--- config.mk ---
export PLATFORM = sky130hd
export DESIGN_NAME = ibp_ctrl
export DESIGN_NICKNAME = d
export VERILOG_FILES = /design/src/hdl/ibp_pkg.sv /design/src/hdl/ibp_ctrl.sv
export SDC_FILE = /design/constraint.sdc
export NUM_CORES = 1
export LEC_CHECK = 0
export BUFFER_PORTS_ARGS = -buffer_cell sky130_fd_sc_hd__buf_4
export CAP_MARGIN = 25
export CORE_AREA = 2 2 39 41
export DETAILED_ROUTE_END_ITERATION = 10
export DIE_AREA = 0 0 41 43
export SYNTH_ARGS = -nofsm -noshare
export SYNTH_HDL_FRONTEND = slang
export SYNTH_SLANG_ARGS = --single-unit
export TNS_END_PERCENT = 100
--- constraint.sdc ---
create_clock -name clk -period 0.8 [get_ports clk]
set_clock_uncertainty 0.05 [all_clocks]
set_input_delay 0 -clock clk [delete_from_list [all_inputs] [get_ports clk]]
set_output_delay 0 -clock clk [all_outputs]
set_load 0.02 [all_outputs]
--- src/hdl/ibp_pkg.sv ---
// ----------------------------------------------------------------------------
// ibp_pkg
// Shared constants, command codes, controller commands and the border
// index mapping used by the image border padder.
// ----------------------------------------------------------------------------
package ibp_pkg;

  localparam int MAX_ROWS    = 64;
  localparam int MAX_COLS    = 64;
  localparam int PIXEL_WIDTH = 16;
  localparam int STORE_DEPTH = MAX_ROWS * MAX_COLS;
  localparam int ADDR_W      = $clog2(STORE_DEPTH);
  localparam int CNT_W       = ADDR_W + 1;
  localparam int CFG_W       = 7;
  localparam int POS_W       = 8;
  localparam int IDX_W       = 3;

  localparam logic [CFG_W-1:0] ROWS_LIMIT = CFG_W'(MAX_ROWS);
  localparam logic [CFG_W-1:0] COLS_LIMIT = CFG_W'(MAX_COLS);
  localparam logic [CFG_W-1:0] PAD_LIMIT  = 7'd64;

  localparam logic [IDX_W-1:0] REG_IMAGE_ROWS  = 3'd0;
  localparam logic [IDX_W-1:0] REG_IMAGE_COLS  = 3'd1;
  localparam logic [IDX_W-1:0] REG_PAD_TOP     = 3'd2;
  localparam logic [IDX_W-1:0] REG_PAD_BOTTOM  = 3'd3;
  localparam logic [IDX_W-1:0] REG_PAD_LEFT    = 3'd4;
  localparam logic [IDX_W-1:0] REG_PAD_RIGHT   = 3'd5;
  localparam logic [IDX_W-1:0] REG_MIRROR_MODE = 3'd6;

  localparam logic CMD_LOAD = 1'b0;
  localparam logic CMD_READ = 1'b1;

  typedef struct packed {
    logic load;
    logic read;
    logic out_load;
  } ibp_cmd_t;

  function automatic logic [CFG_W-1:0] clamp_size(input logic [CFG_W-1:0] v,
                                                  input logic [CFG_W-1:0] hi);
    logic [CFG_W-1:0] r;
    if (v == '0) begin
      r = CFG_W'(1);
    end else if (v > hi) begin
      r = hi;
    end else begin
      r = v;
    end
    return r;
  endfunction

  function automatic logic [CFG_W-1:0] clamp_pad(input logic [CFG_W-1:0] v);
    return (v > PAD_LIMIT) ? PAD_LIMIT : v;
  endfunction

  // Source index along one axis with edge-duplicating reflection
  function automatic logic [POS_W-1:0] src_index(input logic [POS_W-1:0] pos,
                                                 input logic [CFG_W-1:0] pad,
                                                 input logic [CFG_W-1:0] n);
    logic [POS_W-1:0] pad_w;
    logic [POS_W-1:0] n_w;
    logic [POS_W-1:0] p;
    logic [POS_W-1:0] d;
    logic [POS_W-1:0] r;
    pad_w = POS_W'(pad);
    n_w   = POS_W'(n);
    p     = pos - pad_w;
    if (pos < pad_w) begin
      d = pad_w - POS_W'(1) - pos;
      r = (d >= n_w) ? n_w - POS_W'(1) : d;
    end else if (p < n_w) begin
      r = p;
    end else begin
      d = p - n_w;
      r = (d >= n_w) ? '0 : n_w - POS_W'(1) - d;
    end
    return r;
  endfunction

endpackage

--- src/hdl/ibp_ctrl.sv ---
// ----------------------------------------------------------------------------
// ibp_ctrl
// Handshake controller: accepts transactions, sequences the frame store
// read and owns the output register valid flag.
// ----------------------------------------------------------------------------
module ibp_ctrl
  import ibp_pkg::*;
(
  input  logic     clk,
  input  logic     rst,
  input  logic     in_valid,
  output logic     in_ready,
  input  logic     command,
  output logic     out_valid,
  input  logic     out_ready,
  output ibp_cmd_t cmd
);

  localparam logic S_IDLE = 1'b0;
  localparam logic S_READ = 1'b1;

  logic state;
  logic state_next;
  logic accept;
  logic slot_free;

  assign in_ready  = (state == S_IDLE);
  assign accept    = in_valid && in_ready;
  assign slot_free = !out_valid || out_ready;

  assign cmd.load     = accept && (command == CMD_LOAD);
  assign cmd.read     = accept && (command == CMD_READ);
  assign cmd.out_load = (state == S_READ) && slot_free;

  always_comb begin
    state_next = state;
    unique case (state)
      S_IDLE: begin
        if (cmd.read) begin
          state_next = S_READ;
        end
      end
      S_READ: begin
        if (slot_free) begin
          state_next = S_IDLE;
        end
      end
      default: state_next = S_IDLE;
    endcase
  end

  always_ff @(posedge clk) begin
    if (rst) begin
      state     <= S_IDLE;
      out_valid <= 1'b0;
    end else begin
      state <= state_next;
      if (cmd.out_load) begin
        out_valid <= 1'b1;
      end else if (out_ready) begin
        out_valid <= 1'b0;
      end
    end
  end

endmodule

Word level (Yosys, flattened, before mapping)
Cells that the tools add are included.
{"block": "totals", "elab_cells": 16, "register_bits": 2, "inputBits": 5, "output_inout_bits": 5}
{"block": "op_classes", "mux": 5, "bitwise": 2, "reduce_logical": 7}
{"cell": "$logic_and 1x1->1", "count": 4}
{"cell": "$mux 1", "count": 4}
{"cell": "$not 1->1", "count": 2}
{"cell": "$pmux 1 s2", "count": 1}
{"cell": "$reduce_bool 2->1", "count": 1}
{"cell": "$logic_not 1->1", "count": 1}
{"cell": "$logic_or 1x1->1", "count": 1}

Depth between registers and ports, before layout
{"block": "depth", "depth_word": 5, "depth_mapped": 2, "ltp_nobuf": 2}

Worst setup path before layout
No wires, ideal clock.
{"block": "synth_path", "path_kind": "register to output", "start": "reg state", "end": "out cmd[2] in the netlist's numbering", "arrival_time_ns": 0.855, "stages_incl_launch_ff": 2, "setup_slack_ns": -0.105, "path_buffers": 0, "required_ns": 0.750, "path_cell_list": "dfxtp_1 > nor3b_1"}
{"element": "start, declared", "line_no": "ibp_ctrl.sv:22", "rtl": "logic state;"}
{"element": "start signal, assigned", "line_no": "ibp_ctrl.sv:57", "rtl": "state <= state_next;"}
{"element": "end, declared", "line_no": "ibp_ctrl.sv:16", "rtl": "output ibp_cmd_t cmd"}

==> out/metrics.cfg <==
[global_routing]
top_usage_layer = met4
track_usage = 0.05511
antenna_found_initial = 0
met3_usage = 0.01571
use_met2 = 0.09375
grt_pass1_vias = 163
grt_max_degree = 5
grt_pass1_wl_um = 538
globalRoute.totalOverflow = 0
met1_usage = 0.02236

[timing]
whs_ps = 56.04
period_minus_slack_ps = 947.3
setup_ws_ps = -147.3
final.setup.tns_ps = -569.3
drv_slew = 0
period_share = 1.184
setup_viol = 5
tightest_slew_ps = 156.7
hold_viol_final = 0
rsz0062_at_grt = yes
max-slew-margin-rel = 0.8949
fmax_mhz = 1056

[layout]
final_cell_area_um2 = 284.0
mostFrequentLayoutCells = 8 x buf_4, 4 x buf_6, 3 x clkbuf_4
stdcell_count = 42
diodes = 0
drive_gt1_frac = 0.8846
areaGrowthSynthToFinish_pct = 180.2
final_nets = 33
fillers = 158
layout_commonest_cell = buf_4

[die]
die_w_um = 41
chipHeight_um = 43
rows = 14
io_pins = 10
coreArea_um2 = 1384
die_area_um2 = 1763
start_util = 0.07324

[critical_path]
startpoint = state
path_cells = inv_4 > and3_4 > buf_6
cp-start-kind = flop
max_stage_delay_ps = 350
crit_buf_inv = 2
slowest_stage = dfxtp_4
worstPathArrival_ps = 900
critical_path_class = reg -> out
worstPathRequired_ps = 750
worstSetupEndpointType = output pin
cp_top_family = flip-flops
cp_max_fo = 4
r2r-start = out_valid

[synthesis]
seq_area_frac_synth = 0.3951
syn-cell-area_um2 = 101.3
ys_top_cells_by_area = dfxtp_1 40%, o31ai_2 12%, nand4bb_1 11%
ys_seq_elements = 2
ys_types = 9
synth_top_area_share = 0.3951
synth_warnings = 0
synth_top_area_cell = dfxtp_1
syn_avg_cell_area_um2 = 10.13
synthCells = 10
syn_nets = 15

[pwr]
p_total_uw = 425.8
p_leak_nw = 0.1263
pwr_density_cell_nw_per_um2 = 1499
peakVddDrop_mv = 0.2143

[placement]
dpl.cell_count = 36
place_area_um2 = 202.7
gp_congestion = 0.4182
io_buffers = 9

[clock_network]
ctsRootBufferMaster = clkbuf_4
htree_levels = 1
path_clk_slew_ps = 30
clk_path_buf_depth = 2
cts.sinks = 2
clk_latency_ps = 220
cts_tree = done
cts_buffers = 3

[worst_hold_path]
min-delay-start = rst
min_path_type = in -> reg

[drt]
first_iter_violations = 0
drt_pre_antenna_iters = 1
wl_per_cell_um = 9.167
drc_errors = 0
wl_um = 385
antenna_left = 0
vias_per_cell = 3.405
vias = 143

[run_status]
violations = negative setup slack
status = finished with violations

[run]
maxCapViolCount = 0

synthesized netlist by cell type:
cell type  n
nor3b_1    1
nand2b_1   1
and3_2     1
nand4bb_1  1
o31ai_2    1
dfxtp_1    2
inv_2      1
a21oi_1    1
and2_2     1
per-stage QoR:
stage            util  setup slack, ps
6_report       0.2052           -147.3
5_1_grt        0.2052           -189.0
4_1_cts        0.2016           -146.3
3_5_place_dp   0.1465           -9.727
2_1_floorplan       -            2.429
3_3_place_gp   0.1465           -9.701
kinds of logic (layout without fill, tap and decap cells):
kind of cell	Yosys count	count (layout)	synth area share
AND/OR/NAND/NOR	5	5	0.3952
AO/OA/AOI/OAI	2	2	0.1728
buffers and inverters	1	17	0.03700
flip-flops	2	2	0.3951
path summary, 6_finish.rpt:
check	cells past startpoint	to	slack [ps]
max reg2reg	3	state	-60
max	3	cmd[1]	-150
min reg2reg	3	state	530
min	3	state	60
power by group:
| part | leakage, nW | switching [mW] | internal [mW] |
|---|---|---|---|
| Clock | 0.0138 | 0.0538 | 0.165 |
| Combinational | 0.0949 | 0.0386 | 0.0589 |
| Sequential | 0.0175 | 0.00575 | 0.104 |
| Total | 0.126 | 0.0982 | 0.328 |
area by class of cell:
cell class,instances,area (um^2),area share
Inverter,1,6.256,0.02203
Clock buffer,3,22.52,0.07930
Sequential cell,2,45.04,0.1586
Multi-Input combinational cell,7,75.07,0.2643
Tap cell,16,20.02,0.07048
Timing Repair Buffer,13,115.1,0.4053
flip-flops by register name (all words and copies together), names as in the netlist:
register / flops
state: 1
out_valid: 1
metal layers:
| metal | wire length [um] | share of wire |
|---|---|---|
| met5 | 0 | 0 |
| met3 | 24 | 0.062 |
| met4 | 0 | 0 |
| met2 | 252 | 0.65 |
| met1 | 107 | 0.28 |
repair_timing:
action | CTS | global route
gates cloned | 0 | 0
resized for setup | 8 | 2
hold buffers | 1 | 0
setup buffers | 2 | 0
hold endpoints to repair | 2 | 0
setup endpoints to repair | 5 | 5
pin swaps | 3 | 0
worst register-to-register path: stages, from the launching register on:
cell and delay [ps]:
dfxtp_2 340, nand2b_4 60, buf_6 120, o31ai_2 210
No activity file was read; power rests on OpenSTA's default activity.
